`config.mk`:
```
export PLATFORM = sky130hd
export DESIGN_NAME = srds_scale
export DESIGN_NICKNAME = d
export VERILOG_FILES = /design/src/rtl/stick_radial_deadzone_scaler_macros.svh /design/src/rtl/srds_pkg.sv /design/src/rtl/srds_scale.sv
export SDC_FILE = /design/constraint.sdc
export NUM_CORES = 2
export LEC_CHECK = 0
export BUFFER_PORTS_ARGS = -buffer_cell sky130_fd_sc_hd__buf_2
export CAP_MARGIN = 5
export CORE_MARGIN = 8
export CORE_UTILIZATION = 40
export DETAILED_ROUTE_END_ITERATION = 10
export PLACE_DENSITY = 0.55
export SETUP_SLACK_MARGIN = 0.1
export SYNTH_ARGS = -nofsm -noshare
export SYNTH_HDL_FRONTEND = slang
export SYNTH_SLANG_ARGS = --single-unit
```
`constraint.sdc`:
```
create_clock -name clk -period 6.65 [get_ports clk]
set_input_delay 0.665 -clock clk [delete_from_list [all_inputs] [get_ports clk]]
set_output_delay 0.665 -clock clk [all_outputs]
set_load 0.005 [all_outputs]
```
`src/rtl/stick_radial_deadzone_scaler_macros.svh`:
```
// Assertion macros shared by the block.
`ifndef STICK_RADIAL_DEADZONE_SCALER_MACROS_SVH
`define STICK_RADIAL_DEADZONE_SCALER_MACROS_SVH
`ifndef ASSERT_OFF
`define SRDS_ASSERT_IMPLIES(label, clk, rst_n, a, b) \
	label: assert property (@(posedge clk) disable iff (!rst_n) (a) |-> (b)) \
		else $error("assertion failed");
`define SRDS_ASSERT_ALWAYS(label, clk, rst_n, a) \
	label: assert property (@(posedge clk) disable iff (!rst_n) (a)) \
		else $error("assertion failed");
`else
`define SRDS_ASSERT_IMPLIES(label, clk, rst_n, a, b)
`define SRDS_ASSERT_ALWAYS(label, clk, rst_n, a)
`endif
`endif

```
`src/rtl/srds_pkg.sv`:
```
package srds_pkg;
	localparam logic [14:0] FullScale = 15'd32767;
	localparam logic [14:0] DeadMax = 15'd32766;
	localparam int SqrtStages = 16;
	localparam int DivStages = 16;

	typedef struct packed {
		logic [15:0] mx;
		logic [15:0] my;
		logic nx;
		logic ny;
	} mag_t;

	typedef struct packed {
		logic [45:0] num;
		logic neg;
	} lane_t;

	typedef struct packed {
		lane_t lx;
		lane_t ly;
		logic [29:0] den;
		logic zero;
	} div_in_t;
endpackage

```
`src/rtl/srds_scale.sv`:
```
module srds_scale (
	input logic clk,
	input logic arst_n,
	input logic [14:0] dead_radius,
	input logic in_valid,
	output logic in_ready,
	input logic [15:0] radius,
	input srds_pkg::mag_t mag,
	output logic out_valid,
	input logic out_ready,
	output srds_pkg::div_in_t div_in
);
	import srds_pkg::*;

	logic v_s1, v_s2, v_s3;
	logic r1, r2, r3;
	logic [14:0] rc, rc_s1, diff_s1, dd_s1;
	logic zero_s1, zero_s2;
	mag_t mag_s1, mag_s2;
	logic [30:0] pa_s2, pb_s2;
	logic [29:0] den_s2;
	div_in_t out_s3;

	assign r3 = !v_s3 || out_ready;
	assign r2 = !v_s2 || r3;
	assign r1 = !v_s1 || r2;
	assign in_ready = r1;
	assign out_valid = v_s3;
	assign div_in = out_s3;
	assign rc = (radius > {1'b0, FullScale}) ? FullScale : radius[14:0];

	always_ff @(posedge clk or negedge arst_n) begin
		if (!arst_n) begin
			v_s1 <= 1'b0;
			v_s2 <= 1'b0;
			v_s3 <= 1'b0;
		end else begin
			if (r1) v_s1 <= in_valid;
			if (r2) v_s2 <= v_s1;
			if (r3) v_s3 <= v_s2;
		end
	end

	always_ff @(posedge clk) begin
		if (r1) begin
			rc_s1 <= rc;
			zero_s1 <= (rc < dead_radius) || (rc == 15'd0);
			diff_s1 <= rc - dead_radius;
			dd_s1 <= FullScale - dead_radius;
			mag_s1 <= mag;
		end
		if (r2) begin
			zero_s2 <= zero_s1;
			mag_s2 <= mag_s1;
			pa_s2 <= diff_s1 * mag_s1.mx;
			pb_s2 <= diff_s1 * mag_s1.my;
			den_s2 <= dd_s1 * rc_s1;
		end
		if (r3) begin
			out_s3.lx.num <= {pa_s2, 15'd0} - {15'd0, pa_s2};
			out_s3.ly.num <= {pb_s2, 15'd0} - {15'd0, pb_s2};
			out_s3.lx.neg <= mag_s2.nx;
			out_s3.ly.neg <= mag_s2.ny;
			out_s3.den <= den_s2;
			out_s3.zero <= zero_s2;
		end
	end
endmodule

```
### Word-level counts from Yosys, hierarchy flattened

Cells that the tools add are included.

* output and inout bits: 127
* input port bits: 69
* bits in registers: 303
* word-level logic and storage cells: 41

* $add $sub $neg: 4
* multiply operators: 3
* reductions and logical operators: 8
* muxes and demuxes: 1
* order comparisons: 2

Operators by type and width (count)
* subtractor 46 x 31 -> 46 bit: 2
* multiplier 15 x 16 -> 31 bit: 2
* multiplier 15 x 15 -> 30 bit: 1
* greater-than comparator 16 x 15 -> 1 bit (second input constant): 1
* zero test 15 bit: 1
* < comparator 15 bit: 1
* two-way mux 15 bit: 1
* subtractor 15 bit: 1
* subtractor 15 bit (first input constant): 1
* logical OR 1 bit: 4
* zero test 1 bit: 3

### Logic depth before layout (Yosys ltp)

* depth in word-level cells: 4
* gate-level depth with buffers: 24
* mapped depth without buffers: 23

### Worst setup path after synthesis

OpenSTA, ideal clock, no wires.

* kind: reg2reg
* from: reg mag_s1[17] (netlist name)
* to: reg pb_s2[30] (data pin)
* stages on the path, launching flop included: 23
* data arrival time: 6.170 ns
* setup slack: 0.220 ns
* data required time: 6.390 ns
* cells stage by stage: edfxtp_1 -> clkbuf_1 -> and2_1 -> fa_1 -> inv_1 -> fa_1 -> inv_1 -> fa_1 -> fa_1 -> fa_1 -> inv_1 -> fa_1 -> inv_1 -> ha_1 -> and4_1 -> nand3_1 -> o21ai_0 -> o41ai_1 -> a21oi_1 -> or2_2 -> or3b_1 -> a31oi_1 -> xnor2_1

* longest elaborated chain between the ends: 1

RTL lines
* start, declared: RTL line srds_scale.sv:19 `mag_t mag_s1, mag_s2;`
* start signal, assigned: RTL line srds_scale.sv:50 `mag_s1 <= mag;`
* multiplier 15 x 16 -> 31 bit: RTL line srds_scale.sv:56 `pb_s2 <= diff_s1 * mag_s1.my;`
* end signal, assigned: RTL line srds_scale.sv:56
* end, declared: RTL line srds_scale.sv:20 `logic [30:0] pa_s2, pb_s2;`

No other way between the ends.
A chain may end at the register's enable or synchronous reset.

### Final worst setup path

* from: reg diff_s1[0]
* to: reg pb_s2[30] (data pin)

* longest elaborated chain between the ends: 1

RTL lines
* start, declared: RTL line srds_scale.sv:17 `logic [14:0] rc, rc_s1, diff_s1, dd_s1;`
* start signal, assigned: RTL line srds_scale.sv:48 `diff_s1 <= rc - dead_radius;`
* multiplier 15 x 16 -> 31 bit: RTL line srds_scale.sv:56

No other way between the ends.

==> flow_summary.json <==
{
  "clk_latency_ns": 0.59,
  "grt_pass1_vias": 25800,
  "end_kind": "flip-flop",
  "antenna_found_initial": 15,
  "setup_viol": 0,
  "worst_clock_skew_ns": 0.0447,
  "rsz0062_at_grt": "true",
  "synth.area.top_cells": "fa_1 (29%), edfxtp_1 (25%), ha_1 (12%), and2_1 (7.3%), inv_1 (6.9%)",
  "hp-start": "mag[1]",
  "syn_area_um2": 35800,
  "final_util": 0.456,
  "slew_headroom": 0.399,
  "ys_warn_count": 0,
  "root_buffer": "clkbuf_16",
  "core_area_um2": 89500,
  "rr_startpoint": "diff_s1[0]",
  "grt_pass1_wl_um": 144000,
  "crit_path_start": "diff_s1[0]",
  "clock_sinks": 303,
  "fmax_mhz": 155,
  "yosysUniqueCellTypes": 67,
  "timing.final.ws_setup_ns": 0.208,
  "post-dp-hpwl_um": 72400,
  "io_pins": 196,
  "setup.worst_path.class": "reg2reg",
  "postSynth.asyncResetShare": 0.00990,
  "crit_fanout": 6,
  "synth.mux.area_fraction": 0,
  "numPortBuffers": 195,
  "slew_viol_final": 0,
  "stdcell_count": 4977,
  "fp.dieW_um": 315,
  "vias_per_cell": 4.96,
  "synthSimpleGateAreaFrac": 0.151,
  "synth.net_count": 4424,
  "final_common_cell": "inv_1",
  "wire_per_inst_um": 18.1,
  "drc": 0,
  "max_cap_viol_count": 0,
  "synthXorXnorAreaFrac": 0.0420,
  "place.gp.congestion": 0.862,
  "die_h_um": 315,
  "yosysTopAreaCell": "fa_1",
  "finalWirelength_um": 90000,
  "synth_cells": 3494,
  "synth_compound_area_frac": 0.0617,
  "synth_top_family_by_area": "adder cells",
  "dr.pass1.iters": 6,
  "cts_inserted_buffers": 40,
  "layout-drive-gt1-share": 0.125,
  "crit_path_start_kind": "flip-flop",
  "min_period_over_period": 0.969,
  "synth.top_cell.area_share": 0.295,
  "synthAdderAreaFrac": 0.411,
  "status": "finished clean",
  "pre_cts_ws_ns": -0.139,
  "flow.area_growth_from_synthesis_pct": 13.7,
  "num-fill-cells": 8580,
  "placed_cells": 4858,
  "arrival_ns": 6.77,
  "hold_violations": 0,
  "drt.antenna.violating_nets": 0,
  "final_cell_mix": "inv_1 (657), fa_1 (525), and2_1 (415), nand2_1 (358), ha_1 (325)",
  "synth-edff-count": 300,
  "start_util": 0.401,
  "grt_start_max_net_pins": 69,
  "dieArea_um2": 99500,
  "avgSynthCellArea_um2": 10.3,
  "drtIter0Drc": 1557,
  "grt_usage": 0.183,
  "num_vias": 24700,
  "grt_overflow": 0,
  "cts.path.max_buffers": 3,
  "std_cell_rows": 110,
  "finalNetCount": 4695,
  "htreeDepth": 2,
  "clkTransAtPathRegs_ns": 0.06,
  "cts_tree": "done",
  "crit_required_ns": 6.98,
  "ys_seq_area_frac": 0.253,
  "ys_ff_latch": 303,
  "hp-class": "in2reg",
  "period_minus_slack_ns": 6.44,
  "synth_ff_type": "edfxtp_1",
  "worst_pin_slew_ns": 0.901
}
[worst max-delay path: stages (launching register included)]
cell      delay, ns
edfxtp_1       0.43
buf_4          0.19
and2_1         0.15
fa_1           0.53
inv_1          0.06
fa_1           0.54
inv_1          0.05
fa_1           0.53
fa_2           0.44
fa_1           0.48
inv_1          0.05
fa_1           0.47
inv_1          0.04
ha_1           0.28
buf_4          0.16
a21oi_4        0.13
o21ai_2        0.09
o41ai_2        0.41
buf_4          0.20
a21oi_2        0.08
or2_2          0.31
or3b_1         0.35
a31oi_1        0.16
xnor2_1        0.08
[layer usage]
layer	global-route usage	wire length, µm	vias to the layer above
met5	0	12	-
met4	0.0376	1670	2
met3	0.0306	5000	91
met2	0.301	42200	514
met1	0.254	41100	12400
li1	-	-	11600
[stage by stage]
stage | cell area [µm²] | setup TNS [ns] | hold WS, ns
after floorplan | 35800 | 0 | 0.369
after global placement | 38800 | -0.152 | 0.400
after detailed placement | 38800 | -0.139 | 0.405
after CTS | 40300 | 0 | 0.207
after global routing | 40700 | 0 | 0.220
final | 40800 | 0 | 0.251
[state kept, by name (all words and copies together) (netlist names)]
register and flops:
pb_s2 31, dd_s1 15, zero_s2 1, out_valid 1, rc_s1 15, zero_s1 1
mag_s1 34, v_s2 1, pa_s2 31, div_in 125, den_s2 30, mag_s2 2
v_s1 1, diff_s1 15
[final cells by class]
| type | count | area [µm²] | share of cell area |
|---|---|---|---|
| Clock inverter | 24 | 342 | 0.00838 |
| Antenna cell | 6 | 15.0 | 0.000368 |
| Multi-Input combinational cell | 2418 | 24100 | 0.591 |
| Inverter | 657 | 2470 | 0.0605 |
| Sequential cell | 303 | 9080 | 0.223 |
| Tap cell | 1176 | 1470 | 0.0361 |
| Clock buffer | 48 | 1050 | 0.0258 |
| Timing Repair Buffer | 345 | 2240 | 0.0551 |
[cell usage after synthesis (all sizes together), types with 59 or more instances]
library cell and number:
fa 528, xnor2 134, o21ai 59, nor2 88, nand2 358, a21oi 104, and2 418, inv 657
edfxtp 300, a21o 62, ha 333, clkbuf 115
[path summary, 6_finish.rpt]
kind	to	slack (ns)	cells past startpoint
worst min register to register	div_in[13]	0.42	0
min in group asynchronous	out_valid	0.40	2
max in group asynchronous	v_s2	6.15	2
worst max-delay path	pb_s2[30]	0.21	23
worst max register to register	pb_s2[30]	0.21	23
worst min-delay path	mag_s1[1]	0.25	1
[cell families (layout without fill, tap and decap cells)]
kind of cell             count (synthesis)  in the layout
flip-flops                             303            303
adder cells (fa/ha/maj)                861            861
AO/OA/AOI/OAI                          339            339
other                                    0              6
AND/OR/NAND/NOR                       1046           1046
XOR/XNOR                               172            172
buffers and inverters                  773           1074
[what timing repair did]
| action | 4_1_cts | 5_1_grt |
|---|---|---|
| cloned | 0 | 1 |
| hold endpoints to repair | 3 | 0 |
| setup endpoints to repair | 5 | 21 |
| resized for setup | 10 | 39 |
| pin swaps | 2 | 21 |
| hold buffers | 1 | 0 |
| buffers inserted | 15 | 24 |
Power is not shown: default switching activity piles up to over one toggle a cycle in this logic, so the estimate is an artifact.
