### src/rtl/stick_radial_deadzone_scaler_macros.svh
// Assertion macros shared by the block.
`ifndef STICK_RADIAL_DEADZONE_SCALER_MACROS_SVH
`define STICK_RADIAL_DEADZONE_SCALER_MACROS_SVH
`ifndef ASSERT_OFF
`define SRDS_ASSERT_IMPLIES(label, clk, rst_n, a, b) \
	label: assert property (@(posedge clk) disable iff (!rst_n) (a) |-> (b)) \
		else $error("assertion failed");
`define SRDS_ASSERT_ALWAYS(label, clk, rst_n, a) \
	label: assert property (@(posedge clk) disable iff (!rst_n) (a)) \
		else $error("assertion failed");
`else
`define SRDS_ASSERT_IMPLIES(label, clk, rst_n, a, b)
`define SRDS_ASSERT_ALWAYS(label, clk, rst_n, a)
`endif
`endif

### src/rtl/srds_pkg.sv
package srds_pkg;
	localparam logic [14:0] FullScale = 15'd32767;
	localparam logic [14:0] DeadMax = 15'd32766;
	localparam int SqrtStages = 16;
	localparam int DivStages = 16;

	typedef struct packed {
		logic [15:0] mx;
		logic [15:0] my;
		logic nx;
		logic ny;
	} mag_t;

	typedef struct packed {
		logic [45:0] num;
		logic neg;
	} lane_t;

	typedef struct packed {
		lane_t lx;
		lane_t ly;
		logic [29:0] den;
		logic zero;
	} div_in_t;
endpackage

### src/rtl/srds_sqrt.sv
module srds_sqrt (
	input logic clk,
	input logic arst_n,
	input logic in_valid,
	output logic in_ready,
	input logic [31:0] sq,
	input srds_pkg::mag_t mag_in,
	output logic out_valid,
	input logic out_ready,
	output logic [15:0] radius,
	output srds_pkg::mag_t mag_out
);
	import srds_pkg::*;

	logic [SqrtStages-1:0] v_s;
	logic [SqrtStages:0] rdy;
	logic [31:0] rem_s [SqrtStages];
	logic [31:0] res_s [SqrtStages];
	mag_t mag_s [SqrtStages];
	logic [31:0] rem_n [SqrtStages];
	logic [31:0] res_n [SqrtStages];

	assign in_ready = rdy[0];
	assign out_valid = v_s[SqrtStages-1];
	assign radius = res_s[SqrtStages-1][15:0];
	assign mag_out = mag_s[SqrtStages-1];

	always_comb begin
		logic [31:0] rem_p, res_p, bitv, trial;
		rdy[SqrtStages] = out_ready;
		for (int k = SqrtStages - 1; k >= 0; k--) begin
			rdy[k] = !v_s[k] || rdy[k+1];
		end
		for (int k = 0; k < SqrtStages; k++) begin
			rem_p = (k == 0) ? sq : rem_s[(k == 0) ? 0 : k-1];
			res_p = (k == 0) ? 32'd0 : res_s[(k == 0) ? 0 : k-1];
			bitv = 32'd1 << (30 - 2 * k);
			trial = res_p + bitv;
			if (rem_p >= trial) begin
				rem_n[k] = rem_p - trial;
				res_n[k] = (res_p >> 1) + bitv;
			end else begin
				rem_n[k] = rem_p;
				res_n[k] = res_p >> 1;
			end
		end
	end

	always_ff @(posedge clk or negedge arst_n) begin
		if (!arst_n) begin
			v_s <= '0;
		end else begin
			for (int k = 0; k < SqrtStages; k++) begin
				if (rdy[k]) v_s[k] <= (k == 0) ? in_valid : v_s[(k == 0) ? 0 : k-1];
			end
		end
	end

	always_ff @(posedge clk) begin
		for (int k = 0; k < SqrtStages; k++) begin
			if (rdy[k]) begin
				rem_s[k] <= rem_n[k];
				res_s[k] <= res_n[k];
				mag_s[k] <= (k == 0) ? mag_in : mag_s[(k == 0) ? 0 : k-1];
			end
		end
	end
endmodule

### config.mk
export PLATFORM = sky130hd
export DESIGN_NAME = srds_sqrt
export DESIGN_NICKNAME = d
export VERILOG_FILES = /design/src/rtl/stick_radial_deadzone_scaler_macros.svh /design/src/rtl/srds_pkg.sv /design/src/rtl/srds_sqrt.sv
export SDC_FILE = /design/constraint.sdc
export NUM_CORES = 1
export LEC_CHECK = 0
export ABC_AREA = 1
export BUFFER_PORTS_ARGS = -buffer_cell sky130_fd_sc_hd__buf_4
export CAP_MARGIN = 20
export CORE_ASPECT_RATIO = 0.8
export CORE_MARGIN = 2
export CORE_UTILIZATION = 25
export DETAILED_ROUTE_END_ITERATION = 12
export PLACE_DENSITY = 0.47
export SLEW_MARGIN = 20
export SYNTH_ARGS = -nofsm -noshare
export SYNTH_HDL_FRONTEND = slang
export SYNTH_SLANG_ARGS = --single-unit
### constraint.sdc
create_clock -name clk -period 19.2 [get_ports clk]
set_clock_uncertainty 0.1 [all_clocks]
set_input_delay 3.84 -clock clk [delete_from_list [all_inputs] [get_ports clk]]
set_output_delay 3.84 -clock clk [all_outputs]
set_load 0.02 [all_outputs]
## After elaboration in Yosys (flattened, before gate mapping)

Memories as Yosys holds them, arrays and structs flattened.
Cells that the tools add are included.

| storage, ports and cells | value |
|---|---|
| register bits after elaboration | 16 |
| bits in writable memories | 1568 |
| output and inout port bits | 52 |
| word-level logic and storage cells | 177 |
| memories | 3 |

| cells by class | value |
|---|---|
| add/subtract/negate cells | 46 |
| $lt $le $gt $ge | 16 |
| mux-type cells | 64 |
| reduce and logical (&&, ||, !) cells | 32 |

Memory list:

| memory | words | bits a word | rd ports | clocked after memory_dff | write ports | RTL line | text |
|---|---|---|---|---|---|---|---|
| mag_s | 16 | 34 | 16 | 0 | 16 | srds_sqrt.sv:19 | `mag_t mag_s [SqrtStages];` |
| rem_s | 16 | 32 | 15 | 0 | 16 | srds_sqrt.sv:17 | `logic [31:0] rem_s [SqrtStages];` |
| res_s | 16 | 32 | 16 | 0 | 16 | srds_sqrt.sv:18 | `logic [31:0] res_s [SqrtStages];` |

Operators by type and width:

| operator | number |
|---|---|
| 32-bit two-way mux | 31 |
| 32-bit greater-or-equal comparator | 15 |
| 32-bit subtractor | 15 |
| 31-bit by 1-bit adder with 32-bit output (second input constant) | 1 |
| 31-bit by 11-bit adder with 32-bit output (second input constant) | 1 |
| 31-bit by 13-bit adder with 32-bit output (second input constant) | 1 |
| 31-bit by 15-bit adder with 32-bit output (second input constant) | 1 |
| 31-bit by 17-bit adder with 32-bit output (second input constant) | 1 |
| 31-bit by 19-bit adder with 32-bit output (second input constant) | 1 |
| 31-bit by 21-bit adder with 32-bit output (second input constant) | 1 |
| 31-bit by 23-bit adder with 32-bit output (second input constant) | 1 |
| 31-bit by 25-bit adder with 32-bit output (second input constant) | 1 |
| 31-bit by 27-bit adder with 32-bit output (second input constant) | 1 |
| 31-bit by 29-bit adder with 32-bit output (second input constant) | 1 |
| 31-bit by 3-bit adder with 32-bit output (second input constant) | 1 |
| 31-bit by 5-bit adder with 32-bit output (second input constant) | 1 |
| 31-bit by 7-bit adder with 32-bit output (second input constant) | 1 |
| 31-bit by 9-bit adder with 32-bit output (second input constant) | 1 |
| 32-bit by 1-bit adder with 32-bit output (second input constant) | 1 |
| 32-bit by 11-bit adder with 32-bit output (second input constant) | 1 |
| 32-bit by 13-bit adder with 32-bit output (second input constant) | 1 |
| 32-bit by 15-bit adder with 32-bit output (second input constant) | 1 |
| 32-bit by 17-bit adder with 32-bit output (second input constant) | 1 |
| 32-bit by 19-bit adder with 32-bit output (second input constant) | 1 |
| other kinds (15) | 76 |

## Depth between registers and ports, before layout

| depth | value |
|---|---|
| depth in word-level cells | 19 |
| gate-level depth with buffers | 15 |

## Worst setup path after synthesis

OpenSTA, ideal clock, no wires.

| timing path | value |
|---|---|
| path kind | input port to output port |
| start | in out_ready |
| end | out in_ready |
| data arrival time | 12248 ps |
| data required time | 15260 ps |
| setup slack | 3012 ps |
| stages on the path | 8 |
| path buffers | 0 |
| path through | inv_1 -> nand4_1 -> nor3_2 -> nand4_2 -> nor2_4 -> nand4_2 -> nor2_4 -> nand4_2 |

| between the ends | value |
|---|---|
| longest elaborated chain between the ends | 16 |

Ends and longest elaborated chain:

| item | RTL line | text |
|---|---|---|
| from (decl) | srds_sqrt.sv:9 | `input logic out_ready,` |
| 1-bit logical OR (3 in series) | srds_sqrt.sv:32 | `rdy[k] = !v_s[k] \|\| rdy[k+1];` |
| net rdy[13] | srds_sqrt.sv:16 | `logic [SqrtStages:0] rdy;` |
| 1-bit logical OR (5 in series) | srds_sqrt.sv:32 |  |
| net rdy[8] | srds_sqrt.sv:16 |  |
| 1-bit logical OR (4 in series) | srds_sqrt.sv:32 |  |
| net rdy[4] | srds_sqrt.sv:16 |  |
| 1-bit logical OR (4 in series) | srds_sqrt.sv:32 |  |
| to (decl) | srds_sqrt.sv:5 | `output logic in_ready,` |

The timed path passes the listed nets, and every way through them passes these cells.

## Final worst setup path

Ends and elaborated chain as after synthesis.

==> reports/results.tsv <==
metric	value	unit
die_w	497	um
fin_cells	6482	
drc_errors	0	
post_cts_buffers	0	
regArea	35200	um2
fin_hold_ws	0.309	ns
portBuffers	121	
yosysWarnings	0	
cts_root_buffer	clkbuf_16	
fin_crit_sh	53.6	%
hpwlAfterDp	76400	um
core_area	193000	um2
max_freq	97.2	MHz
seq_area_frac_synth	72.4	%
vias	26657	
grt_max_degree	75	
rrSetupSlack	15.57	ns
post-route-min-period	10.28	ns
drtAntennaViolNets	0	
cts_tree	yes	
start_util	25.2	%
cts-hold-fix-buffers	0	
finalNetCount	4063	
slew_viol_final	0	
grt_pass1_wl	158000	um
cts_resized	0	
firstDrtPassIters	5	
drive_gt1_share	10.2	%
row_count	144	
clkSlewWorstSetupHoldPaths	0.06	ns
ff2ff_path_depth	8	
min_from	mag_s[1][15]	
cts_buffer_depth	3	
cts_made_buffers	108	
critPathCaptureType	primary output	
place_congestion	0.844	
hold_viol	0	
drtIter0Drc	1805	
overflow	0	
wirelength	103000	um
status	complete, no violations	
setup_tns	0	ns
min_path_cells	0	
multi_input_area	11500	um2
setup_viol	0	
synth_seq_cells	1176	
cts.htree.levels	3	
antenna_found_initial	5	
syn_area	48700	um2
fill_cells	19436	
synthesis.instances	3654	
cp.arrival	6.34	ns
insertion_delay	0.71	ns
r2r_start	v_s[15]	
drt-wirelength-per-cell	15.9	um
cp.required	15.26	ns
hold_end	mag_s[1][49]	
yosys.cell_types.count	55	
worst_pin_slew	1.04	ns
rsz0062_at_grt	false	
start_kind	input pin	
hold_path_class	reg2reg	
vdd_drop_max	0.0791	mV
fp.dieH	399	um
p_leak	21.0	nW
syn_to_final_growth	15.0	%
post_drt_via_cell_ratio	4.11	
crit_type	in2out	
track_usage	10.2	%
io_pins	122	
synth_fp_nets	3874	
layout_common_cells	edfxtp_1 (1160), nand2_1 (519), inv_1 (411)	
pwr_density_cell	152	nW/um2
placed_cells	6287	
max_slew_margin	31.0	%
drv_cap	0	
clock-sinks	1176	
grt_pass1_vias	26310	
reg2reg_to	mag_s[0][97]	
worstPathMaxFanout	32	
mostFrequentLayoutCell	edfxtp_1	
post_synth.cell_area_avg	13.3	um2
die_area	198000	um2
==> synth_stat cells, drive strengths merged <==
master   number  area share (%)
a211oi        5           0.077
nor2        295             2.4
buf          59            0.93
inv         427             3.3
nand4        64            0.86
xnor2        61             1.1
nor3b         7            0.11
or2          47            0.61
nand2       527             4.1
and2          2           0.026
a21o         14            0.22
nor4b         2           0.036
nor3         54            0.61
o211ai       16            0.25
mux2          1           0.023
o2111ai       2           0.036
edfxtp     1160              72
o21ai       206             2.2
o21bai       10            0.15
xor2        102             1.8
nand3b       11            0.17
ha          150             3.9
a31oi         6           0.077
dfrtp        16            0.82
a21oi       192             2.0
a22oi         1           0.015
nor4         68            0.89
and3          3           0.039
o21a          1           0.015
nand3       139             1.5
a21boi        5            0.10
o311ai        1           0.018
==> how the worst max path moves through the flow <==
stage                    from        to  slack [ns]  depth (start not counted)
finish              out_ready  in_ready        8.92                         11
global route        out_ready  in_ready        8.68                         11
CTS                 out_ready  in_ready        8.84                         11
detailed placement  out_ready  in_ready        8.85                         11
global placement    out_ready  in_ready        8.84                         11
floorplan           out_ready  in_ready        3.01                          8
==> cell type report <==
cell class	instances	share of cell area (%)
Tap cell	2555	5.71
Multi-Input combinational cell	1992	20.5
Clock inverter	57	1.06
Antenna cell	1	0.00447
Inverter	427	2.88
Sequential cell	1176	62.9
Timing Repair Buffer	138	1.89
Clock buffer	136	5.07
==> through the flow <==
step | power [mW] | instance area (um2) | util (%) | setup slack (ns)
6_report | 8.50 | 56000 | 29.0 | 8.92
4_1_cts | 8.61 | 56000 | 29.0 | 8.84
3_3_place_gp | 6.47 | 52500 | 27.2 | 8.84
3_5_place_dp | 6.48 | 52500 | 27.2 | 8.85
2_1_floorplan | 5.73 | 48700 | - | 3.01
5_1_grt | 9.05 | 56000 | 29.0 | 8.68
==> logic make-up (layout without fill, tap and decap cells) <==
family,Yosys count,after routing,synth area share [%]
buffers and inverters,486,758,4.24
XOR/XNOR,163,163,2.93
multiplexers,1,1,0.0231
AND/OR/NAND/NOR,1219,1219,11.4
adder cells (fa/ha/maj),150,150,3.86
AO/OA/AOI/OAI,459,459,5.21
flip-flops,1176,1176,72.4
other,0,1,0
==> worst max-delay path, cell delays in order <==
cell,delay [ns]
buf_4,0.11
inv_1,0.13
nand4_1,0.11
buf_4,0.28
nor3_2,0.31
nand4_4,0.22
nor2_4,0.28
nand4_4,0.38
nor2_4,0.36
nand4_4,0.11
buf_4,0.18
==> sequential cells by signal (all words and copies together), names as in the netlist <==
register / count
mag_s: 544
rem_s: 480
res_s: 136
v_s: 16
==> power by group <==
group	internal, mW	leakage (nW)	switching, mW	total, mW
combinational	0.688	7.56	1.34	2.03
sequential	3.93	11.7	0.452	4.38
clock	1.17	1.67	0.928	2.10
total	5.78	21.0	2.72	8.50
==> routing by layer <==
metal	part of all wire, %	global-route usage (%)	up-vias
met1	50	14.9	12722
met2	44	15.9	442
met3	4.0	1.85	138
li1	-	-	13355
met5	0	0	-
met4	2.0	2.37	0
Power figures use the tool's default switching activity.
