**config.mk**
```make
export PLATFORM = sky130hd
export DESIGN_NAME = srds_front
export DESIGN_NICKNAME = d
export VERILOG_FILES = /design/src/rtl/stick_radial_deadzone_scaler_macros.svh /design/src/rtl/srds_pkg.sv /design/src/rtl/srds_front.sv
export SDC_FILE = /design/constraint.sdc
export NUM_CORES = 1
export LEC_CHECK = 0
export BUFFER_PORTS_ARGS = -buffer_cell sky130_fd_sc_hd__buf_4
export CAP_MARGIN = 20
export CELL_PAD_IN_SITES_DETAIL_PLACEMENT = 0
export CELL_PAD_IN_SITES_GLOBAL_PLACEMENT = 1
export CORE_MARGIN = 8
export CORE_UTILIZATION = 55
export DETAILED_ROUTE_END_ITERATION = 12
export GPL_TIMING_DRIVEN = 0
export HOLD_SLACK_MARGIN = 0.06
export MAX_ROUTING_LAYER = met4
export PLACE_DENSITY_LB_ADDON = 0.3
export RECOVER_POWER = 50
export SYNTH_ARGS = -nofsm -noshare
export SYNTH_HDL_FRONTEND = slang
export SYNTH_SLANG_ARGS = --single-unit
```
**constraint.sdc**
```tcl
create_clock -name clk -period 11.72 [get_ports clk]
set_clock_uncertainty 0.05 [all_clocks]
set_input_delay 3.516 -clock clk [delete_from_list [all_inputs] [get_ports clk]]
set_output_delay 3.516 -clock clk [all_outputs]
set_load 0.02 [all_outputs]
```
**src/rtl/stick_radial_deadzone_scaler_macros.svh**
```systemverilog
// Assertion macros shared by the block.
`ifndef STICK_RADIAL_DEADZONE_SCALER_MACROS_SVH
`define STICK_RADIAL_DEADZONE_SCALER_MACROS_SVH
`ifndef ASSERT_OFF
`define SRDS_ASSERT_IMPLIES(label, clk, rst_n, a, b) \
	label: assert property (@(posedge clk) disable iff (!rst_n) (a) |-> (b)) \
		else $error("assertion failed");
`define SRDS_ASSERT_ALWAYS(label, clk, rst_n, a) \
	label: assert property (@(posedge clk) disable iff (!rst_n) (a)) \
		else $error("assertion failed");
`else
`define SRDS_ASSERT_IMPLIES(label, clk, rst_n, a, b)
`define SRDS_ASSERT_ALWAYS(label, clk, rst_n, a)
`endif
`endif

```
**src/rtl/srds_pkg.sv**
```systemverilog
package srds_pkg;
	localparam logic [14:0] FullScale = 15'd32767;
	localparam logic [14:0] DeadMax = 15'd32766;
	localparam int SqrtStages = 16;
	localparam int DivStages = 16;

	typedef struct packed {
		logic [15:0] mx;
		logic [15:0] my;
		logic nx;
		logic ny;
	} mag_t;

	typedef struct packed {
		logic [45:0] num;
		logic neg;
	} lane_t;

	typedef struct packed {
		lane_t lx;
		lane_t ly;
		logic [29:0] den;
		logic zero;
	} div_in_t;
endpackage

```
**src/rtl/srds_front.sv**
```systemverilog
module srds_front (
	input logic clk,
	input logic arst_n,
	input logic in_valid,
	output logic in_ready,
	input logic signed [15:0] stick_x,
	input logic signed [15:0] stick_y,
	output logic out_valid,
	input logic out_ready,
	output logic [31:0] sq,
	output srds_pkg::mag_t mag
);
	import srds_pkg::*;

	logic v_s1, v_s2, v_s3;
	logic r1, r2, r3;
	mag_t mag_s1, mag_s2, mag_s3;
	logic [31:0] sqx_s2, sqy_s2, sq_s3;
	mag_t mag_in;

	assign r3 = !v_s3 || out_ready;
	assign r2 = !v_s2 || r3;
	assign r1 = !v_s1 || r2;
	assign in_ready = r1;
	assign out_valid = v_s3;
	assign sq = sq_s3;
	assign mag = mag_s3;

	always_comb begin
		mag_in.nx = stick_x[15];
		mag_in.ny = stick_y[15];
		mag_in.mx = stick_x[15] ? (16'd0 - stick_x) : stick_x;
		mag_in.my = stick_y[15] ? (16'd0 - stick_y) : stick_y;
	end

	always_ff @(posedge clk or negedge arst_n) begin
		if (!arst_n) begin
			v_s1 <= 1'b0;
			v_s2 <= 1'b0;
			v_s3 <= 1'b0;
		end else begin
			if (r1) v_s1 <= in_valid;
			if (r2) v_s2 <= v_s1;
			if (r3) v_s3 <= v_s2;
		end
	end

	always_ff @(posedge clk) begin
		if (r1) mag_s1 <= mag_in;
		if (r2) begin
			mag_s2 <= mag_s1;
			sqx_s2 <= mag_s1.mx * mag_s1.mx;
			sqy_s2 <= mag_s1.my * mag_s1.my;
		end
		if (r3) begin
			mag_s3 <= mag_s2;
			sq_s3 <= sqx_s2 + sqy_s2;
		end
	end
endmodule

```
## After elaboration in Yosys (flattened, before gate mapping)

Cells that the tools add are included.

- Output and inout port bits: 68
- Logic and storage cells: 33
- Bits in registers: 201
- Input port bits: 36

- Mux-type cells: 2
- Add/sub/neg operators: 3
- Reductions and logical operators: 6
- Multiply operators: 2

Operators by type and width:

| cell | count |
|---|---|
| $mul 16x16->32 | 2 |
| $add 32x32->32 | 1 |
| $sub 1x16->16 const A | 2 |
| $mux 15 | 2 |
| $logic_not 1->1 | 3 |
| $logic_or 1x1->1 | 3 |

## Logic depth before layout (Yosys ltp)

Gate-level depths: netlist of run 1.

- Depth after elaboration: 4
- Mapped depth: 25
- Depth with buffers taken out: 23

## Worst setup path after synthesis of run 1

No wires, ideal clock.

- Kind: input-to-output
- From: input out_ready
- To: output in_ready
- Cell stages on the path: 1
- Data required time: 8.154 ns
- Setup slack: 3.410 ns
- Arrival: 4.744 ns
- Path buffers: 0
- Cells stage by stage: nand4b_1

- Word-level cells in the longest chain between the ends: 3

Ends and longest elaborated chain:

| item | RTL line | text |
|---|---|---|
| start: declaration | srds_front.sv:9 | `input logic out_ready,` |
| $logic_or 1x1->1 | srds_front.sv:21 | `assign r3 = !v_s3 \|\| out_ready;` |
| $logic_or 1x1->1 | srds_front.sv:22 | `assign r2 = !v_s2 \|\| r3;` |
| $logic_or 1x1->1 | srds_front.sv:23 | `assign r1 = !v_s1 \|\| r2;` |
| end: declaration | srds_front.sv:5 | `output logic in_ready,` |

No other way between the ends.

## Final worst setup path of run 1

Ends and elaborated chain as after synthesis.

==> results of run 1 <==
==> metal layers <==
| layer | track usage | routed length [µm] |
|---|---|---|
| met2 | 0.349 | 23100 |
| met5 | - | 0 |
| met4 | 0.0477 | 737 |
| met3 | 0.0381 | 3000 |
| met1 | 0.302 | 21900 |
==> metrics by stage <==
step	setup WS, ns	cell area (µm²)	hold slack [ns]	util
final	3.50	24500	0.371	0.605
after global routing	3.45	24500	0.378	0.605
after CTS	3.43	24700	0.367	0.608
after detailed placement	3.44	24100	0.355	0.594
after global placement	1.77	23900	0.351	0.589
after floorplan	3.41	22500	0.350	-
==> cell families (layout without fill, tap and decap cells) <==
logic type                 Yosys count  count (layout)  synth area share
DFF                                197             197             0.263
adders and majority gates          557             557             0.419
muxes                                4               4           0.00201
and+or+nand+nor                    456             456            0.0985
buffers and inverters              566             711            0.0946
xor gates and xnor gates           119             119            0.0464
AOI/OAI and AO/OA                  252             252            0.0772
==> sequential cells by signal, indices dropped and copies added, names as in the netlist <==
name       flops
mag           34
mag_s1        34
mag_s2        34
sq            32
sqx_s2        30
sqy_s2        30
out_valid      1
v_s1           1
v_s2           1
==> how the worst min path moves through the flow <==
stage | startpoint | to | slack [ns] | cells past startpoint
6_report | mag_s2[5] | mag[5] | 0.37 | 0
5_1_grt | mag_s2[30] | mag[30] | 0.38 | 0
4_1_cts | mag_s2[7] | mag[7] | 0.37 | 0
3_5_place_dp | mag_s2[14] | mag[14] | 0.35 | 0
3_3_place_gp | mag_s2[7] | mag[7] | 0.35 | 0
2_1_floorplan | mag_s2[0] | mag[0] | 0.35 | 0
==> layout make-up <==
cell class	count	area share
clock buffers	19	0.0176
repair buffers	113	0.0343
flip-flops and latches	197	0.241
plain buffers	51	0.00780
inverters	515	0.0788
clock inverters	13	0.00689
well taps	532	0.0271
multi-input cells	1388	0.587
==> worst reg2reg max path, stage by stage (launching register included) <==
cell and delay (ns):
edfxtp_1 0.46, clkbuf_1 0.42, clkbuf_1 0.52, nand2_1 0.14, fa_1 0.52, fa_1 0.50
inv_1 0.05, fa_1 0.48, fa_1 0.51, fa_1 0.49, inv_1 0.05, fa_1 0.47
inv_1 0.04, ha_1 0.35, a21o_1 0.24, a211o_1 0.30, a221o_1 0.37, a41oi_2 0.38
o211ai_2 0.16, a21oi_2 0.20, o21ai_1 0.11, xor2_1 0.15
==> cells in the mapped netlist, drive strengths merged (2+ instances only) <==
cell type,number
inv,515
nor3,10
nor2,72
nand4,10
or4,5
a31oi,8
nor3b,3
nand2b,13
xor2,35
a311oi,2
xnor2,84
and2,88
a2111oi,3
a211oi,7
a21o,36
o21ai,47
a21oi,83
o2111ai,3
a211o,4
o21bai,8
dfrtp,3
nand3,19
nor4,2
mux2,4
or2,9
o211ai,6
fa,324
o21a,13
clkbuf,51
nor2b,15
nand2,189
ha,233
a41oi,2
o41ai,5
nor4b,2
or3,7
a31o,5
and3,7
edfxtp,194
o31a,2
o31ai,10
==> metrics, run 1 <==
number of inserted diodes=0; commonest non-fill, non-tap cells in the layout=515 x inv_1, 324 x fa_1, 233 x ha_1, 194 x edfxtp_1, 189 x nand2_1; Port Buf Inserts=~100; f_max=approximately 120 MHz; final std cells w/o fill=around 2800; wire length per cell=between 15 and 20 µm; max_cap viols=1; commonest non-fill, non-tap cell in the layout=inv_1; first-pass GRT wire length=80900 µm; Worst-path clk slew=roughly 0.060 ns; Post-Syn Instances=about 2200; initial antenna violation count=3; Async SR Flop Fraction=0.0152; Syn Area/Cell=about 10 µm²; RePlAce Congestion=0.899; Crit path max-delay family=simple AND/OR/NAND/NOR gates; HP Class=flop to flop; Slew HR=-1.51; status=finished, violations left; Post-route DRC=0; RSZ-0062 raised after global routing=false; 1st-iter DRT viols=around 960; largest net degree at the start of global routing=62; fin nets=roughly 2900; period utilization=0.702; width of the die=approximately 220 µm; worst r2r path cells=21; syn_nets=~2700; Buf/Inv on CP=2; Worst Max-Slew Pin Slew=roughly 3.8 ns; share of the synthesized area in the top cell type=0.289; CP Capture Type=primary output; worst setup path start=out_ready; max incr delay on CP=around 0.64 ns; Root Driver=clkbuf_16; IO Count=between 100 and 150; hold_buf cts=0; Die Ht=about 220 µm; Die Footprint=0.0476 mm²; dpl cells=about 2800; worst-path fanout max=6; via/cell ratio=5.35; slowest CP cell=nand4b_1; final setup TNS=0 ns; Worst Path Class, Setup=input port to primary output; area of the multi-input gates=between 0.01 and 0.015 mm²; fin crit period=8.22 ns; DR pass1 iterations=5; synthesized flop and latch total=approximately 200; vias in the first global route=between 15000 and 20000; Post-DRT Antenna Nets=0; Synth area leader=fa_1; Routed WL=roughly 49000 µm; pins over their slew limit=62; FF+latch area=approximately 0.006 mm²; Initial Utilization=0.554; GR Util All Layers=0.222; clk_lat worst skew=roughly 0.46 ns; YS warnings=0; capture point of the worst path=in_ready; post-CTS sizing=0; dpl hpwl=about 40000 µm; CTS tree=yes; sequential cell area fraction in the yosys report=0.263; synth unique cells=72; H-tree Lvls=4; Synth Flop Type=edfxtp_1; critical path arrival=approximately 4.7 ns; fillers=between 3000 and 4000; Final Hold Viols=0; worst r2r dst=sqx_s2[30]; # Post-CTS Setup Buffers=0; EDFF count, synth=194; CP startpoint kind=input port; via count=15100; grt ovf=0; core area=~0.041 mm²; top post-synthesis cells by area=fa_1 29%, edfxtp_1 26%, ha_1 13%; Num CTS Buffers=17; Core Rows=74; Reg2Reg Setup Slack=4.51 ns; Req. time, crit path=between 8 and 9 ns; crit path cell chain=clkbuf_1, nand4b_1, buf_4; Final Setup Violations=0; Worst R2R Start=mag_s1[22]; failing checks=capacitance limit, slew limit; share of cells above drive strength 1=0.0719; Area Overhead vs Synth=9.23%; Cell Area, Synth=~0.022 mm²; Levels on crit path=3; CTS Sinks=roughly 200; clk buf depth=2
Power of run 1 is not shown: default switching activity piles up to over one toggle a cycle in this logic, so the estimate is an artifact.
==> inputs of run 2 (changes only) <==
Settings changed: CORE_UTILIZATION 55 to 46.
Clock period 11.72 ns to 7.4 ns, I/O delays scaled along.
==> metrics, run 2 (synthesis results as in run 1) <==
share of cells above drive strength 1=0.0732 (+0.00131); dpl hpwl=41300 µm (+2.5%); crit path cell chain=clkbuf_1, nand2_1, fa_1, fa_1, inv_1, fa_1, fa_1, fa_1, inv_1, fa_1, inv_1, ha_1, a21o_1, a211o_1, a221o_1, a41oi_2, o211ai_2, a21oi_2, o21ai_1, xor2_1; HP Class=flop to flop; # Post-CTS Setup Buffers=0 (unchanged); cell mode on critical path=fa_1; setup slack after layout=0.170 ns (-3.33 ns); Core Rows=81 (+9.5%); Slew HR=-0.882 (+0.629); Routed WL=49500 µm (+1.8%); wire length per cell=17.0 µm (-1.4%); Final Hold Viols=0 (unchanged); via count=14900 (-1.3%); Reg2Reg Setup Slack=0.17 ns (-4.34 ns); slowest CP cell=edfxtp_1; placed cell area=0.0242 mm² (+0.57%); Final Setup Violations=0 (unchanged); number of inserted diodes=0 (unchanged); grt ovf=0 (unchanged); fin crit period=slightly above 7 ns; fin nets=2876 (unchanged); failing checks=capacitance limit, slew limit; design area=0.0246 mm² (+0.39%); dpl ws=0.156 ns (-3.28 ns); GR Util All Layers=0.190 (-0.0324); IO Count=104 (unchanged); Worst Path Class, Setup=flop to flop; status=finished, violations left; CP startpoint kind=flop; max incr delay on CP=0.72 ns (+0.08 ns); Worst Max-Slew Pin Slew=2.82 ns (-0.943 ns); RSZ-0062 raised after global routing=true; commonest non-fill, non-tap cells in the layout=515 x inv_1, 324 x fa_1, 233 x ha_1, 194 x edfxtp_1, 189 x nand2_1; first-pass GRT wire length=81300 µm (+0.57%); Final Util=0.507 (-0.0976); Root Driver=clkbuf_16; commonest non-fill, non-tap cell in the layout=inv_1; Num CTS Buffers=17 (unchanged); f_max=~140 MHz; clk_lat worst skew=0.49 ns (+0.03 ns); Crit path max-delay family=adder cells; width of the die=237 µm (+8.7%); CTS tree=yes; H-tree Lvls=4 (unchanged); Post-DRT Antenna Nets=0 (unchanged); max_cap viols=1 (unchanged); Port Buf Inserts=103 (unchanged); 1st-iter DRT viols=711 (-26%); pins over their slew limit=48 (-23%); Post-route DRC=0 (unchanged); Die Ht=237 µm (+8.7%); critical path arrival=7.42 ns (+2.76 ns); core area=0.0485 mm² (+20%); vias in the first global route=15800 (-1.3%); RePlAce Congestion=0.885 (-1.6%); worst hold margin=0.365 ns (-0.00631 ns); CP Capture Type=flop; via/cell ratio=5.12 (-4.3%); CTS Sinks=197 (unchanged); initial antenna violation count=0 (-3); DR pass1 iterations=5 (unchanged); Buf/Inv on CP=4 (+2); Req. time, crit path=7.59 ns (-0.56 ns); period utilization=0.977; Worst-path clk slew=0.07 ns (about the same); worst-path fanout max=10 (+4); largest net degree at the start of global routing=48 (-23%); clk buf depth=2 (unchanged); Die Footprint=0.0562 mm² (+18%); Initial Utilization=0.463 (-0.0912); Area Overhead vs Synth=9.65%
[run 2: changes by cell type in the layout (fill, tap and decap cells not counted), sizes merged]
cell,before,now
buf,102,101
clkinv,1,5
clkinvlp,4,0
bufinv,3,2
inv,520,522
[run 2: layout make-up]
| type | instances | area [µm²] |
|---|---|---|
| Clock inverter | 14 | 163 |
| Buffer | 51 | 195 |
| Clock buffer | 18 | 429 |
| Inverter | 515 | 1930 |
| Fill cell | 4469 | 23900 |
| Tap cell | 622 | 778 |
| Sequential cell | 197 | 5900 |
| Timing Repair Buffer | 113 | 831 |
| Multi-Input combinational cell | 1388 | 14400 |
[run 2: path summary, 6_finish.rpt]
path | from | end | cells after the start
setup / recovery | mag_s1[20] | sqx_s2[30] | 20
hold / removal | mag_s2[28] | mag[28] | 0
setup reg to reg | mag_s1[20] | sqx_s2[30] | 20
hold reg to reg | mag_s2[28] | mag[28] | 0
max in group asynchronous | arst_n | out_valid | 1
min in group asynchronous | arst_n | v_s1 | 1
[run 2: routing by layer]
layer	wire (µm)	global-route usage	vias to the layer above
li1	-	-	7063
met1	23100	0.253	7549
met2	23200	0.296	269
met3	2400	0.0380	51
met4	804	0.0479	0
met5	0	-	-
[run 2: what timing repair did]
item                       in CTS  in global routing
hold buffers                    0                  0
resized for setup               0                  6
setup endpoints to repair       0                  5
[run 2: through the flow]
step           std cells  setup TNS (ns)
2_1_floorplan       2151               0
3_3_place_gp        2876           -1.73
3_5_place_dp        2886               0
4_1_cts             2918               0
5_1_grt             2918         -0.0344
6_report            2918               0
Power of run 2 is left out for the same reason.
==> inputs of run 3 (changes only) <==
--- a/config.mk
+++ b/config.mk
@@ -11,5 +11,6 @@
 export CELL_PAD_IN_SITES_GLOBAL_PLACEMENT = 1
 export CORE_MARGIN = 8
-export CORE_UTILIZATION = 46
+export CORE_UTILIZATION = 47
+export CTS_BUF_LIST = sky130_fd_sc_hd__clkbuf_8
 export DETAILED_ROUTE_END_ITERATION = 12
 export GPL_TIMING_DRIVEN = 0
==> constraint.sdc (replaced) <==
create_clock -name clk -period 7.4 [get_ports clk]
set_clock_uncertainty 0.05 [all_clocks]
set_input_delay 0.37 -clock clk [delete_from_list [all_inputs] [get_ports clk]]
set_output_delay 0.37 -clock clk [all_outputs]
set_load 0.02 [all_outputs]
==> metrics, run 3 (synthesis results as in run 1) <==
clk buf depth=2 (unchanged); design area=0.0246 mm² (about the same); Area Overhead vs Synth=9.68% (about the same); gr busiest metal=met2; share of cells above drive strength 1=0.0567 (-0.0164); CTS tree=yes; Root Driver=clkbuf_8; clk_lat worst skew=0.57 ns (+0.08 ns); M3 GR Usage=0.0356 (-0.00243); HP Class=input port to flop; CTS Sinks=197 (unchanged); fillers=4368 (-2.3%); placed cell area=0.0242 mm² (-0.16%); 1st-iter DRT viols=852 (+20%); final setup TNS=0 ns (unchanged); worst r2r path cells=20 (unchanged); Routed WL=49800 µm (+0.57%); Req. time, crit path=7.68 ns (+0.09 ns); wire length per cell=16.9 µm (-0.25%); largest net degree at the start of global routing=49 (+2.1%); width of the die=235 µm (-1.0%); via count=15200 (+1.5%); FF+latch area=0.00590 mm² (unchanged); Hold Path Stages=3 (+3); GR Util All Layers=0.194 (+0.00440); Die Footprint=0.0550 mm² (-2.0%); status=finished, violations left; Worst-path clk slew=0.11 ns (+0.04 ns); met2 Usage GRT=0.310 (+0.0137); period utilization=0.966 (-0.0111); Post-DRT Antenna Nets=0 (unchanged); GRT met1 Usage=0.256 (+0.00319); Initial Utilization=0.473 (+0.0107); commonest non-fill, non-tap cells in the layout=515 x inv_1, 324 x fa_1, 233 x ha_1, 194 x edfxtp_1, 189 x nand2_1; IO Count=104 (unchanged); # Post-CTS Setup Buffers=0 (unchanged); Post-route DRC=0 (unchanged); vias in the first global route=16200 (+2.5%); commonest non-fill, non-tap cell in the layout=inv_1; RSZ-0062 raised after global routing=false; core area=0.0474 mm² (-2.3%); DR pass1 iterations=5 (unchanged); grt ovf=0 (unchanged); dpl hpwl=41500 µm (+0.59%); Core Rows=80 (-1.2%); H-tree Lvls=4 (unchanged); Num CTS Buffers=17 (unchanged); Final Setup Violations=0 (unchanged); fin crit period=7.15 ns (-0.0824 ns); max_cap viols=1 (unchanged); Worst Path Class, Setup=flop to flop; Worst Max-Slew Pin Slew=2.89 ns (+0.0715 ns); first-pass GRT wire length=83000 µm (+2.1%); area of the multi-input gates=0.0144 mm² (+0.26%); worst-path fanout max=10 (unchanged); via/cell ratio=5.15 (+0.67%); initial antenna violation count=1 (+1); CP startpoint kind=flop; Final Hold Viols=0 (unchanged); RePlAce Congestion=0.880 (-0.53%); Final Util=0.519 (+0.0119); CP Capture Type=flop; fin nets=2907 (+1.1%); Port Buf Inserts=103 (unchanged); pins over their slew limit=49 (+2.1%); failing checks=capacitance limit, slew limit; Die Ht=235 µm (-1.0%); f_max=140 MHz (+1.2%); critical path arrival=7.43 ns (about the same); Slew HR=-0.929 (-0.0476)
[run 3: cell count changes in the layout (fill, tap and decap cells not counted), sizes merged]
cell,delta
buf,-43
bufinv,-1
inv,-2
clkbuf,+40
diode,+1
clkinv,-1
dlygate4sd3,+33
clkinvlp,+4
[run 3: cell type report]
class / count / share of cell area
Sequential cell: 197 / 0.240
Clock buffer: 17 / 0.00950
Timing Repair Buffer: 145 / 0.0413
Clock inverter: 14 / 0.00594
Buffer: 50 / 0.00792
Tap cell: 615 / 0.0312
Antenna cell: 1 / 0.000102
Inverter: 515 / 0.0785
Multi-Input combinational cell: 1388 / 0.586
[run 3: metal layers]
| metal | part of all wire | wire, µm |
|---|---|---|
| met5 | 0 | 0 |
| met4 | 0.017 | 833 |
| met3 | 0.040 | 2000 |
| met2 | 0.48 | 23800 |
| met1 | 0.46 | 23100 |
[run 3: worst max-delay path, cell delays in order, from the launching register on]
cell and delay (ns):
edfxtp_1 0.67, clkbuf_1 0.52, nand2_1 0.17, fa_1 0.56, fa_1 0.50, inv_1 0.05
fa_1 0.49, fa_1 0.53, fa_1 0.50, inv_1 0.05, fa_1 0.48, inv_1 0.04
ha_1 0.35, a21o_1 0.24, a211o_1 0.30, a221o_1 0.37, a41oi_2 0.41, o211ai_2 0.17
a21oi_2 0.20, o21ai_1 0.10, xor2_1 0.15
[run 3: per-stage QoR]
step,setup WS [ns],instances,hold slack (ns)
after floorplan,1.14,2151,0.0244
after global placement,0.171,2869,0.109
after detailed placement,0.0808,2878,0.112
after CTS,0.0726,2942,0.0721
after global routing,0.00719,2942,0.0818
final,0.253,2942,0.0947
[run 3: path summary, 6_finish.rpt]
path | slack (ns) | to | startpoint
worst max-delay path | 0.25 | sqx_s2[30] | mag_s1[23]
worst min-delay path | 0.09 | v_s2 | out_ready
worst max register to register | 0.25 | sqx_s2[30] | mag_s1[23]
worst min register to register | 0.38 | mag[29] | mag_s2[29]
max in group asynchronous | 6.52 | out_valid | arst_n
min in group asynchronous | 0.63 | v_s2 | arst_n
[run 3: what timing repair did]
action,in CTS,in global routing
setup endpoints to repair,0,9
hold buffers,33,0
gates resized for setup,0,12
endpoints found under the hold margin,36,0
Power of run 3 is left out for the same reason.
